<file path="src/sv/jsu_pkg.sv">
// ----------------------------------------------------------------------------
// jsu_pkg
// Shared types, character codes and helper functions of the JSON string
// unescaper.
// ----------------------------------------------------------------------------
`timescale 1ns / 1ps

package jsu_pkg;

	// held bytes of a \u escape or of a surrogate pair tail
	localparam int HoldDepth = 6;
	// the byte that completes a pair is never stored, it decides the pair
	localparam int HbDepth   = HoldDepth - 1;
	// bytes still to decode: the new byte plus any replayed ones
	localparam int RbDepth   = HoldDepth;
	// most result bytes kept for one input byte
	localparam logic [3:0] MaxRes = 4'd12;

	// characters
	localparam logic [7:0] ChBslash = 8'h5C;
	localparam logic [7:0] ChLowB   = 8'h62;
	localparam logic [7:0] ChLowF   = 8'h66;
	localparam logic [7:0] ChLowN   = 8'h6E;
	localparam logic [7:0] ChLowR   = 8'h72;
	localparam logic [7:0] ChLowT   = 8'h74;
	localparam logic [7:0] ChLowU   = 8'h75;

	// control characters of the simple escapes
	localparam logic [7:0] CtlBs = 8'h08;
	localparam logic [7:0] CtlFf = 8'h0C;
	localparam logic [7:0] CtlLf = 8'h0A;
	localparam logic [7:0] CtlCr = 8'h0D;
	localparam logic [7:0] CtlHt = 8'h09;

	// code points
	localparam logic [20:0] CpRepl   = 21'h00FFFD;
	localparam logic [20:0] SuppBase = 21'h010000;
	localparam logic [5:0]  SurHiTag = 6'b110110;
	localparam logic [5:0]  SurLoTag = 6'b110111;

	typedef enum logic [1:0] {
		MD_PLAIN,
		MD_ESC,
		MD_HEX,
		MD_PAIR
	} mode_t;

	typedef enum logic [1:0] {
		BK_IDLE,
		BK_RUN,
		BK_EMIT
	} bk_state_t;

	// one raw byte with its hex digit classification
	typedef struct packed {
		logic [7:0] b;
		logic       hok;
		logic [3:0] hv;
	} ent_t;

	// entry of the queue between front and back end
	typedef struct packed {
		ent_t ent;
		logic last;
	} lnk_t;

	// one result request
	typedef struct packed {
		logic [7:0] out_byte;
		logic       byte_valid;
		logic       eos;
	} res_t;

	typedef struct packed {
		logic [2:0]      n;
		logic [3:0][7:0] b;
	} utf8_t;

	function automatic ent_t classify(input logic [7:0] b);
		ent_t r;
		r.b   = b;
		r.hok = 1'b0;
		r.hv  = 4'h0;
		if (b inside {[8'h30:8'h39]}) begin
			r.hok = 1'b1;
			r.hv  = b[3:0];
		end else if (b inside {[8'h61:8'h66], [8'h41:8'h46]}) begin
			r.hok = 1'b1;
			r.hv  = b[3:0] + 4'd9;
		end
		return r;
	endfunction

	function automatic utf8_t utf8_enc(input logic [20:0] cp);
		utf8_t r;
		r = '0;
		if (cp < 21'h80) begin
			r.n    = 3'd1;
			r.b[0] = cp[7:0];
		end else if (cp < 21'h800) begin
			r.n    = 3'd2;
			r.b[0] = {3'b110, cp[10:6]};
			r.b[1] = {2'b10, cp[5:0]};
		end else if (cp < 21'h10000) begin
			r.n    = 3'd3;
			r.b[0] = {4'b1110, cp[15:12]};
			r.b[1] = {2'b10, cp[11:6]};
			r.b[2] = {2'b10, cp[5:0]};
		end else begin
			r.n    = 3'd4;
			r.b[0] = {5'b11110, cp[20:18]};
			r.b[1] = {2'b10, cp[17:12]};
			r.b[2] = {2'b10, cp[11:6]};
			r.b[3] = {2'b10, cp[5:0]};
		end
		return r;
	endfunction

endpackage

</file>
<file path="src/sv/jsu_front.sv">
// ----------------------------------------------------------------------------
// jsu_front
// Input side: classifies each raw byte as hex digit or not and queues it
// for the decoder.
// ----------------------------------------------------------------------------
`timescale 1ns / 1ps

module jsu_front #(
	parameter int DEPTH = 2
) (
	input  logic            clk,
	input  logic            arst_n,
	input  logic            push,
	output logic            full,
	input  logic [7:0]      in_byte,
	input  logic            last,
	input  logic            lnk_pop,
	output logic            lnk_empty,
	output jsu_pkg::lnk_t   lnk_data
);

	localparam int PW = (DEPTH > 1) ? $clog2(DEPTH) : 1;
	localparam int CW = $clog2(DEPTH + 1);

	jsu_pkg::lnk_t mem_q [DEPTH];
	logic [PW-1:0] wr_q, rd_q;
	logic [CW-1:0] cnt_q;
	logic          wr_en, rd_en;

	assign full      = (cnt_q == CW'(DEPTH));
	assign lnk_empty = (cnt_q == '0);
	assign wr_en     = push && !full;
	assign rd_en     = lnk_pop && !lnk_empty;
	assign lnk_data  = mem_q[rd_q];

	always_ff @(posedge clk or negedge arst_n) begin
		if (!arst_n) begin
			wr_q  <= '0;
			rd_q  <= '0;
			cnt_q <= '0;
		end else begin
			if (wr_en) begin
				wr_q <= (wr_q == PW'(DEPTH - 1)) ? '0 : wr_q + 1'b1;
			end
			if (rd_en) begin
				rd_q <= (rd_q == PW'(DEPTH - 1)) ? '0 : rd_q + 1'b1;
			end
			if (wr_en && !rd_en) begin
				cnt_q <= cnt_q + 1'b1;
			end else if (rd_en && !wr_en) begin
				cnt_q <= cnt_q - 1'b1;
			end
		end
	end

	// classify on the way in
	always_ff @(posedge clk) begin
		if (wr_en) begin
			mem_q[wr_q] <= '{ent: jsu_pkg::classify(in_byte), last: last};
		end
	end

endmodule

</file>
<file path="src/sv/jsu_back.sv">
// ----------------------------------------------------------------------------
// jsu_back
// Decoder: walks the queued and replayed bytes one a cycle through the escape
// state machine and sends UTF-8 bytes one a cycle unless a full result queue stalls.
// ----------------------------------------------------------------------------
`timescale 1ns / 1ps

module jsu_back (
	input  logic            clk,
	input  logic            arst_n,
	input  logic            lnk_empty,
	input  jsu_pkg::lnk_t   lnk_data,
	output logic            lnk_pop,
	input  logic            res_full,
	output logic            res_push,
	output jsu_pkg::res_t   res_data
);

	jsu_pkg::bk_state_t state_q, state_d;
	jsu_pkg::mode_t     mode_q, mode_d;

	jsu_pkg::ent_t rb_q [jsu_pkg::RbDepth];
	jsu_pkg::ent_t rb_d [jsu_pkg::RbDepth];
	jsu_pkg::ent_t rb_sh [jsu_pkg::RbDepth];
	jsu_pkg::ent_t rb_pre [jsu_pkg::RbDepth];
	jsu_pkg::ent_t hb_q [jsu_pkg::HbDepth];
	jsu_pkg::ent_t hb_d [jsu_pkg::HbDepth];

	logic [2:0]      rcnt_q, rcnt_d;
	logic [2:0]      hc_q, hc_d;
	logic [15:0]     hex_q, hex_d, hex_sh;
	logic [9:0]      hsur_q, hsur_d;
	logic            bad_q, bad_d, bad_n;
	logic            last_q, last_d;
	logic [3:0]      cnt_q, cnt_d;
	logic [7:0]      pend_q, pend_d;
	logic            pend_v_q, pend_v_d;
	logic [2:0][7:0] em_q, em_d;
	logic [1:0]      em_n_q, em_n_d;

	jsu_pkg::ent_t   cur;
	jsu_pkg::utf8_t  enc;
	logic            e_req, e_raw, load, push_req, adv, ok;
	logic [7:0]      e_byte_raw, e_first;
	logic [20:0]     e_cp;

	// next byte to decode leaves the front of the replay line
	always_comb begin
		for (int i = 0; i < jsu_pkg::RbDepth - 1; i++) begin
			rb_sh[i] = rb_q[i + 1];
		end
		rb_sh[jsu_pkg::RbDepth - 1] = rb_q[jsu_pkg::RbDepth - 1];
	end

	// held bytes go back in front of whatever is still waiting
	always_comb begin
		for (int i = 0; i < jsu_pkg::HbDepth; i++) begin
			rb_pre[i] = (3'(i) < hc_q) ? hb_q[i] : rb_q[3'(i) - hc_q];
		end
		rb_pre[jsu_pkg::RbDepth - 1] = rb_q[3'(jsu_pkg::RbDepth - 1) - hc_q];
	end

	assign cur    = rb_q[0];
	assign hex_sh = {hex_q[11:0], cur.hv};
	assign bad_n  = bad_q | ~cur.hok;

	always_comb begin
		state_d    = state_q;
		mode_d     = mode_q;
		rb_d       = rb_q;
		rcnt_d     = rcnt_q;
		hb_d       = hb_q;
		hc_d       = hc_q;
		hex_d      = hex_q;
		hsur_d     = hsur_q;
		bad_d      = bad_q;
		last_d     = last_q;
		cnt_d      = cnt_q;
		pend_d     = pend_q;
		pend_v_d   = pend_v_q;
		em_d       = em_q;
		em_n_d     = em_n_q;
		push_req   = 1'b0;
		res_data   = '0;
		e_req      = 1'b0;
		e_raw      = 1'b1;
		e_byte_raw = '0;
		e_cp       = '0;
		load       = 1'b0;
		ok         = 1'b0;

		case (state_q)
			jsu_pkg::BK_IDLE: begin
				load = !lnk_empty;
			end

			jsu_pkg::BK_RUN: begin
				if (rcnt_q != '0) begin
					case (mode_q)
						jsu_pkg::MD_PLAIN: begin
							rb_d   = rb_sh;
							rcnt_d = rcnt_q - 1'b1;
							if (cur.b == jsu_pkg::ChBslash) begin
								mode_d = jsu_pkg::MD_ESC;
							end else begin
								e_req      = 1'b1;
								e_byte_raw = cur.b;
							end
						end

						jsu_pkg::MD_ESC: begin
							rb_d   = rb_sh;
							rcnt_d = rcnt_q - 1'b1;
							mode_d = jsu_pkg::MD_PLAIN;
							e_req  = 1'b1;
							case (cur.b)
								jsu_pkg::ChLowB: e_byte_raw = jsu_pkg::CtlBs;
								jsu_pkg::ChLowF: e_byte_raw = jsu_pkg::CtlFf;
								jsu_pkg::ChLowN: e_byte_raw = jsu_pkg::CtlLf;
								jsu_pkg::ChLowR: e_byte_raw = jsu_pkg::CtlCr;
								jsu_pkg::ChLowT: e_byte_raw = jsu_pkg::CtlHt;
								jsu_pkg::ChLowU: begin
									e_req  = 1'b0;
									mode_d = jsu_pkg::MD_HEX;
									hc_d   = '0;
									bad_d  = 1'b0;
								end
								default: e_byte_raw = cur.b;
							endcase
						end

						jsu_pkg::MD_HEX: begin
							if (hc_q == 3'd3) begin
								mode_d = jsu_pkg::MD_PLAIN;
								hc_d   = '0;
								if (bad_n) begin
									// not four hex digits: 'u' then decode them again
									e_req      = 1'b1;
									e_byte_raw = jsu_pkg::ChLowU;
									rb_d       = rb_pre;
									rcnt_d     = rcnt_q + hc_q;
								end else begin
									rb_d   = rb_sh;
									rcnt_d = rcnt_q - 1'b1;
									hex_d  = hex_sh;
									if (hex_sh[15:10] == jsu_pkg::SurHiTag) begin
										hsur_d = hex_sh[9:0];
										mode_d = jsu_pkg::MD_PAIR;
									end else begin
										e_req = 1'b1;
										e_raw = 1'b0;
										e_cp  = (hex_sh[15:10] == jsu_pkg::SurLoTag) ?
											jsu_pkg::CpRepl : {5'd0, hex_sh};
									end
								end
							end else begin
								rb_d       = rb_sh;
								rcnt_d     = rcnt_q - 1'b1;
								hb_d[hc_q] = cur;
								hc_d       = hc_q + 1'b1;
								hex_d      = hex_sh;
								bad_d      = bad_n;
							end
						end

						jsu_pkg::MD_PAIR: begin
							case (hc_q)
								3'd0:    ok = (cur.b == jsu_pkg::ChBslash);
								3'd1:    ok = (cur.b == jsu_pkg::ChLowU);
								default: ok = cur.hok;
							endcase
							if (ok && hc_q == 3'd5
								&& hex_sh[15:10] == jsu_pkg::SurLoTag) begin
								// complete pair
								rb_d   = rb_sh;
								rcnt_d = rcnt_q - 1'b1;
								hex_d  = hex_sh;
								hc_d   = '0;
								mode_d = jsu_pkg::MD_PLAIN;
								e_req  = 1'b1;
								e_raw  = 1'b0;
								e_cp   = jsu_pkg::SuppBase + {1'b0, hsur_q, hex_sh[9:0]};
							end else if (!ok || hc_q == 3'd5) begin
								// lone high surrogate, decode the held tail again
								mode_d = jsu_pkg::MD_PLAIN;
								hc_d   = '0;
								rb_d   = rb_pre;
								rcnt_d = rcnt_q + hc_q;
								e_req  = 1'b1;
								e_raw  = 1'b0;
								e_cp   = jsu_pkg::CpRepl;
							end else begin
								rb_d       = rb_sh;
								rcnt_d     = rcnt_q - 1'b1;
								hb_d[hc_q] = cur;
								hc_d       = hc_q + 1'b1;
								hex_d      = hex_sh;
							end
						end

						default: mode_d = jsu_pkg::MD_PLAIN;
					endcase
				end else if (last_q && mode_q != jsu_pkg::MD_PLAIN) begin
					// string ends inside an escape
					mode_d = jsu_pkg::MD_PLAIN;
					hc_d   = '0;
					if (mode_q == jsu_pkg::MD_HEX || mode_q == jsu_pkg::MD_PAIR) begin
						rb_d   = rb_pre;
						rcnt_d = rcnt_q + hc_q;
					end
					if (mode_q == jsu_pkg::MD_PAIR) begin
						e_req = 1'b1;
						e_raw = 1'b0;
						e_cp  = jsu_pkg::CpRepl;
					end
				end else begin
					// item done: release the held-back byte, marked if last
					if (last_q) begin
						push_req = 1'b1;
						res_data = pend_v_q ? jsu_pkg::res_t'{pend_q, 1'b1, 1'b1}
							: jsu_pkg::res_t'{8'h00, 1'b0, 1'b1};
						hc_d     = '0;
					end else if (pend_v_q) begin
						push_req = 1'b1;
						res_data = '{pend_q, 1'b1, 1'b0};
					end
					pend_v_d = 1'b0;
					if (!lnk_empty) begin
						load = 1'b1;
					end else begin
						state_d = jsu_pkg::BK_IDLE;
					end
				end
			end

			jsu_pkg::BK_EMIT: begin
				e_req      = 1'b1;
				e_byte_raw = em_q[0];
				em_d       = {8'h00, em_q[2], em_q[1]};
				em_n_d     = em_n_q - 1'b1;
				if (em_n_q == 2'd1) begin
					state_d = jsu_pkg::BK_RUN;
				end
			end

			default: state_d = jsu_pkg::BK_IDLE;
		endcase

		// utf-8 continuation bytes go out over the following cycles
		enc     = jsu_pkg::utf8_enc(e_cp);
		e_first = e_raw ? e_byte_raw : enc.b[0];
		if (e_req && !e_raw && enc.n > 3'd1) begin
			state_d = jsu_pkg::BK_EMIT;
			em_d    = {enc.b[3], enc.b[2], enc.b[1]};
			em_n_d  = 2'(enc.n - 3'd1);
		end

		// one byte is held back so the end mark can land on it
		if (e_req && cnt_q < jsu_pkg::MaxRes) begin
			if (pend_v_q) begin
				push_req = 1'b1;
				res_data = '{pend_q, 1'b1, 1'b0};
			end
			pend_d   = e_first;
			pend_v_d = 1'b1;
			cnt_d    = cnt_q + 4'd1;
		end

		if (load) begin
			rb_d[0] = lnk_data.ent;
			rcnt_d  = 3'd1;
			last_d  = lnk_data.last;
			cnt_d   = '0;
			state_d = jsu_pkg::BK_RUN;
		end
	end

	assign adv      = !(push_req && res_full);
	assign res_push = push_req && adv;
	assign lnk_pop  = load && adv;

	always_ff @(posedge clk or negedge arst_n) begin
		if (!arst_n) begin
			state_q  <= jsu_pkg::BK_IDLE;
			mode_q   <= jsu_pkg::MD_PLAIN;
			rcnt_q   <= '0;
			hc_q     <= '0;
			last_q   <= 1'b0;
			cnt_q    <= '0;
			pend_v_q <= 1'b0;
			em_n_q   <= '0;
		end else if (adv) begin
			state_q  <= state_d;
			mode_q   <= mode_d;
			rcnt_q   <= rcnt_d;
			hc_q     <= hc_d;
			last_q   <= last_d;
			cnt_q    <= cnt_d;
			pend_v_q <= pend_v_d;
			em_n_q   <= em_n_d;
		end
	end

	always_ff @(posedge clk) begin
		if (adv) begin
			rb_q   <= rb_d;
			hb_q   <= hb_d;
			hex_q  <= hex_d;
			hsur_q <= hsur_d;
			bad_q  <= bad_d;
			pend_q <= pend_d;
			em_q   <= em_d;
		end
	end

endmodule

</file>
<file path="src/sv/jsu_resq.sv">
// ----------------------------------------------------------------------------
// jsu_resq
// Result queue: holds finished result requests until the consumer pops
// them.
// ----------------------------------------------------------------------------
`timescale 1ns / 1ps

module jsu_resq #(
	parameter int DEPTH = 2
) (
	input  logic            clk,
	input  logic            arst_n,
	input  logic            res_push,
	output logic            res_full,
	input  jsu_pkg::res_t   res_data,
	input  logic            pop,
	output logic            empty,
	output logic [7:0]      out_byte,
	output logic            byte_valid,
	output logic            end_of_string
);

	localparam int PW = (DEPTH > 1) ? $clog2(DEPTH) : 1;
	localparam int CW = $clog2(DEPTH + 1);

	jsu_pkg::res_t mem_q [DEPTH];
	jsu_pkg::res_t head;
	logic [PW-1:0] wr_q, rd_q;
	logic [CW-1:0] cnt_q;
	logic          wr_en, rd_en;

	assign res_full      = (cnt_q == CW'(DEPTH));
	assign empty         = (cnt_q == '0);
	assign wr_en         = res_push && !res_full;
	assign rd_en         = pop && !empty;
	assign head          = mem_q[rd_q];
	assign out_byte      = head.out_byte;
	assign byte_valid    = head.byte_valid;
	assign end_of_string = head.eos;

	always_ff @(posedge clk or negedge arst_n) begin
		if (!arst_n) begin
			wr_q  <= '0;
			rd_q  <= '0;
			cnt_q <= '0;
		end else begin
			if (wr_en) begin
				wr_q <= (wr_q == PW'(DEPTH - 1)) ? '0 : wr_q + 1'b1;
			end
			if (rd_en) begin
				rd_q <= (rd_q == PW'(DEPTH - 1)) ? '0 : rd_q + 1'b1;
			end
			if (wr_en && !rd_en) begin
				cnt_q <= cnt_q + 1'b1;
			end else if (rd_en && !wr_en) begin
				cnt_q <= cnt_q - 1'b1;
			end
		end
	end

	always_ff @(posedge clk) begin
		if (wr_en) begin
			mem_q[wr_q] <= res_data;
		end
	end

endmodule

</file>
<file path="src/sv/json_string_unescape_utf8.sv">
// ----------------------------------------------------------------------------
// json_string_unescape_utf8
// Streams the raw bytes between a JSON string's quotes, one byte per push,
// and gives back the unescaped text as UTF-8 bytes through a result queue.
// Simple escapes become their control characters, an unknown escape letter
// comes out as itself, \uXXXX becomes one to three UTF-8 bytes and a high and
// low surrogate pair is joined into one supplementary character. A lone
// surrogate becomes U+FFFD; a \u with bad hex gives 'u' and the bytes after
// it are decoded again; a \u cut short by the string end is dropped and its
// digits decoded again, and a trailing backslash is dropped. Mark the final
// byte of a string with last: its final result carries end_of_string, and
// if it yields no byte a bare end marker (byte_valid low, out_byte zero) is
// returned instead. Timing: the back end decodes one byte per cycle unless
// stalled; a plain byte is decoded, then its result is handed over as the
// next byte is taken up. Extra bytes of a multi-byte UTF-8 character go out
// one at a time, held bytes decoded again pass the decoder once more, and a
// string ending inside an escape is settled before its end mark. A full
// result queue stalls the decoder until a pop frees a slot. A short queue on
// each side keeps pushes and pops apart from the decoder.
// ----------------------------------------------------------------------------
`timescale 1ns / 1ps

module json_string_unescape_utf8 #(
	parameter int LINK_DEPTH = 2,
	parameter int RES_DEPTH  = 2
) (
	input  logic       clk,
	input  logic       arst_n,
	// input side
	input  logic       push,
	output logic       full,
	input  logic [7:0] in_byte,
	input  logic       last,
	// result side
	output logic       empty,
	input  logic       pop,
	output logic [7:0] out_byte,
	output logic       byte_valid,
	output logic       end_of_string
);

	// link between front and back end
	logic          lnk_pop;
	logic          lnk_empty;
	jsu_pkg::lnk_t lnk_data;

	// result requests from the decoder
	logic          res_push;
	logic          res_full;
	jsu_pkg::res_t res_data;

	// front: hex digit classification and input queue
	jsu_front #(
		.DEPTH (LINK_DEPTH)
	) u_front (
		.clk       (clk),
		.arst_n    (arst_n),
		.push      (push),
		.full      (full),
		.in_byte   (in_byte),
		.last      (last),
		.lnk_pop   (lnk_pop),
		.lnk_empty (lnk_empty),
		.lnk_data  (lnk_data)
	);

	// back: escape decoding, replay of held bytes and utf-8 output
	jsu_back u_back (
		.clk       (clk),
		.arst_n    (arst_n),
		.lnk_empty (lnk_empty),
		.lnk_data  (lnk_data),
		.lnk_pop   (lnk_pop),
		.res_full  (res_full),
		.res_push  (res_push),
		.res_data  (res_data)
	);

	// result queue towards the consumer
	jsu_resq #(
		.DEPTH (RES_DEPTH)
	) u_resq (
		.clk           (clk),
		.arst_n        (arst_n),
		.res_push      (res_push),
		.res_full      (res_full),
		.res_data      (res_data),
		.pop           (pop),
		.empty         (empty),
		.out_byte      (out_byte),
		.byte_valid    (byte_valid),
		.end_of_string (end_of_string)
	);

endmodule

</file>
<file path="config.mk">
export PLATFORM = sky130hd
export DESIGN_NAME = json_string_unescape_utf8
export DESIGN_NICKNAME = d
export VERILOG_FILES = /design/src/sv/jsu_pkg.sv /design/src/sv/jsu_front.sv /design/src/sv/jsu_back.sv /design/src/sv/jsu_resq.sv /design/src/sv/json_string_unescape_utf8.sv
export SDC_FILE = /design/constraint.sdc
export NUM_CORES = 1
export LEC_CHECK = 0
export BUFFER_PORTS_ARGS = -buffer_cell sky130_fd_sc_hd__buf_4
export CORE_MARGIN = 1.5
export CORE_UTILIZATION = 52
export CTS_CLUSTER_DIAMETER = 200
export DETAILED_ROUTE_END_ITERATION = 12
export PLACE_DENSITY = 0.76
export SETUP_SLACK_MARGIN = 0.02
export SLEW_MARGIN = 10
export SYNTH_ARGS = -nofsm -noshare
export SYNTH_HDL_FRONTEND = slang
export SYNTH_SLANG_ARGS = --single-unit
export TNS_END_PERCENT = 10
</file>
<file path="constraint.sdc">
create_clock -name clk -period 8.6 [get_ports clk]
set_input_delay 0.86 -clock clk [delete_from_list [all_inputs] [get_ports clk]]
set_output_delay 0.86 -clock clk [all_outputs]
set_load 0.02 [all_outputs]
</file>
==> results.toml <==
[drt]
drc = 0
viasPerCell = 6.60
first_pass_iters = 6
drt-wirelength-per-cell_um = 22.8
drtIter0Drc = 1636
vias = 11400
drtAntennaViolNets = 0
totalWireLength_um = 39500

[timing]
post-route-period-util_pct = 54.9
period_needed_ps = 4720
worst_slew_pin_slew_ps = 1180
slew_headroom_pct = 21.3
max_freq_mhz = 212
fin_setup_tns_ps = 0
rsz0062_at_grt = "false"
slew_violations = 0
setup_violations = 0
holdWs_ps = 211
finalClockSkew_ps = 23.4
hold_violations = 0

[synth]
synth_compound_area_share_pct = 16.6
synth_simple_gate_area_share_pct = 11.8
yosysUniqueCellTypes = 92
syn_area_um2 = 15300
synth_top_family_by_area = "compound AO/OA/AOI/OAI gates"
ys_seq_area_share_pct = 52.1
synthMostInstantiatedCell = "edfxtp_1"
yosys_most_used_dff = "edfxtp_1"
synthArstFlopShare_pct = 9.67
synth-edff-count = 243
synthesis.nets = 1386
yosys.area.top_type_share_pct = 47.8
synthCells = 1347
syn-mean-instance-area_um2 = 11.3
synthAdderAreaFrac_pct = 2.18
synth_top_cell_by_area = "edfxtp_1"
yosysWarnings = 0
synthMuxAreaShare_pct = 12.8
synth_area_leaders = "edfxtp_1 48%, mux4_2 6.6%, mux2i_1 4.8%"
netlist_top_cells_count = "243 x edfxtp_1, 156 x nand2_1, 134 x o21ai_0, 89 x a21oi_1, 73 x mux2i_1"
ys_seq_elements = 269
synth_xor_xnor_area_share_pct = 1.09

[clock_network]
root_buffer = "clkbuf_16"
cts_num_sinks = 269
htreeDepth = 1
ctsResizeCount = 0
cts-hold-fix-buffers = 0
cts_tree = "yes"
cts_buffers = 29
clock_tree.buffer_depth = 3
clk_latency_ps = 570
clkSlewWorstSetupHoldPaths_ps = 60
postCtsSetupBuffers = 0

[power]
p_per_area_nw_per_um2 = 340
max-vdd-ir-drop_uv = 219
total_power_uw = 5660
leakagePower_uw = 0.00575

[setup_path]
worstSetupStartpointType = "flop"
arrival_ps = 4910
required_ps = 8780
critPathCaptureType = "flop"
reg2reg_depth = 11
cp_max_fo = 58
path_class = "flop to flop"

[placed_design]
numPortBuffers = 24
placed_cell_area_um2 = 15700
hpwl_um = 25600
placed_cells = 1679
gp_congestion = 0.989

[cells_and_area]
drive_above_1_share_pct = 13.5
final_nets = 1365
filler_cell_count = 2309
synthToLayoutAreaGrowth_pct = 9.03
antenna_cells = 0
final_area_um2 = 16600
final_cells = 1731

[die]
fp.dieArea_um2 = 30400
core-area_um2 = 28800
die_h_um = 174
start_util_pct = 53.0
die_x_um = 174
pin_count = 25
rows = 62

[global_route]
grt_pass1_vias = 10800
grt_use_total_pct = 26.1
grt_max_degree = 68
antenna_found_initial = 0
grt_first_pass_wirelength_um = 61600
overflow = 0

[worst_hold_path]
hold_path.class = "input pin to asynchronous set/reset pin"

[outcome]
outcome = "complete, no violations"

[flow_run]
cap_violations = 0
-- state kept, by name, indices dropped and copies added, names as in the netlist, 2 cells and up --
| register | cells |
|---|---|
| u_front.mem_q | 28 |
| u_back.cnt_q | 4 |
| u_back.rcnt_q | 3 |
| u_back.em_n_q | 2 |
| u_back.em_q | 21 |
| u_back.mode_q | 2 |
| u_back.rb_q | 65 |
| u_resq.cnt_q | 2 |
| u_back.hb_q | 65 |
| u_back.hsur_q | 10 |
| u_back.pend_q | 8 |
| u_back.hc_q | 3 |
| u_back.state_q | 2 |
| u_back.cur | 13 |
| u_resq.mem_q | 20 |
| u_back.hex_q | 12 |
| u_front.cnt_q | 2 |
-- cell usage in the layout (no fill, tap or decap), types with 8 or more instances in the layout --
cell type  netlist  final
o311ai_0        27     27
a31oi_1          8      8
mux2i_1         73     73
nor2b_1          9      9
buf_4            2     44
nand2_1        156    156
xor2_1           9      8
clkbuf_16        0     29
nand3_1         15     15
mux4_2          45     45
a21oi_1         89     88
nor3_1          42     41
o21ai_1         21     21
mux2_2          16     16
dfrtp_1         26     24
and3_1          16     16
nor2_1          68     66
xnor2_1         10     10
ha_1            25     24
edfxtp_1       243    243
and2_1          15     14
o22ai_1         25     25
nand2b_1        13     13
inv_1           29     29
a22oi_1         14     14
a211oi_1        10     10
o21ai_0        134    134
-- cells by family (layout without fill, tap and decap cells) --
group,Yosys count,after routing
AO/OA/AOI/OAI,398,398
AND/OR/NAND/NOR,372,372
flip-flops,269,269
multiplexers,136,136
buffers and inverters,127,127
adder cells (fa/ha/maj),26,26
XOR/XNOR,19,19
-- metal layers --
metal  share of wire, %  routed length, µm  GRT usage (%)
met1                 42              16500           38.2
met2                 44              17500           38.4
met3                 11               4170           5.14
met4                3.5               1370           9.95
met5                  0                  0              0
-- worst paths after layout --
| kind | start | end | slack, ps |
|---|---|---|---|
| hold / removal | arst_n | u_resq.rd_q | 210 |
| setup / recovery | u_back.hc_q[0] | u_back.hb_q[63] | 3880 |
| min in group clk | last | u_front.mem_q[0][0] | 480 |
| hold reg to reg | u_front.wr_q | u_front.wr_q | 500 |
| setup reg to reg | u_back.hc_q[0] | u_back.hb_q[63] | 3880 |
| max in group asynchronous | arst_n | u_back.hc_q[0] | 8080 |
-- through the flow --
| step | utilization, % | setup WS, ps |
|---|---|---|
| finish | 57.8 | 3880 |
| global route | 57.8 | 3460 |
| CTS | 57.7 | 3550 |
| detailed placement | 54.6 | 3590 |
| global placement | 54.6 | 3720 |
| floorplan | - | 2290 |
-- layout make-up --
type | count | area [µm²] | share of cell area, %
flip-flops and latches | 269 | 7950 | 47.8
well taps | 384 | 480 | 2.89
inverters | 31 | 116 | 0.699
multi-input cells | 951 | 6850 | 41.2
repair buffers | 44 | 330 | 1.99
clock inverters | 17 | 161 | 0.970
clock buffers | 35 | 748 | 4.50
-- critical path: stages, from the launching register on --
cell	delay, ps
dfrtp_4	930
inv_1	230
ha_2	250
ha_1	270
nand2b_1	220
o21ai_0	350
a31oi_4	130
o211ai_4	300
a21oi_4	100
o21bai_2	290
nand4_1	280
nor2_1	970
-- where the power goes --
part           switching (µW)  internal, µW
Sequential                448          1990
Clock                     519           682
Combinational            1230           797
Total                    2200          3470
Note: power is estimated with default switching activity, not from simulation.
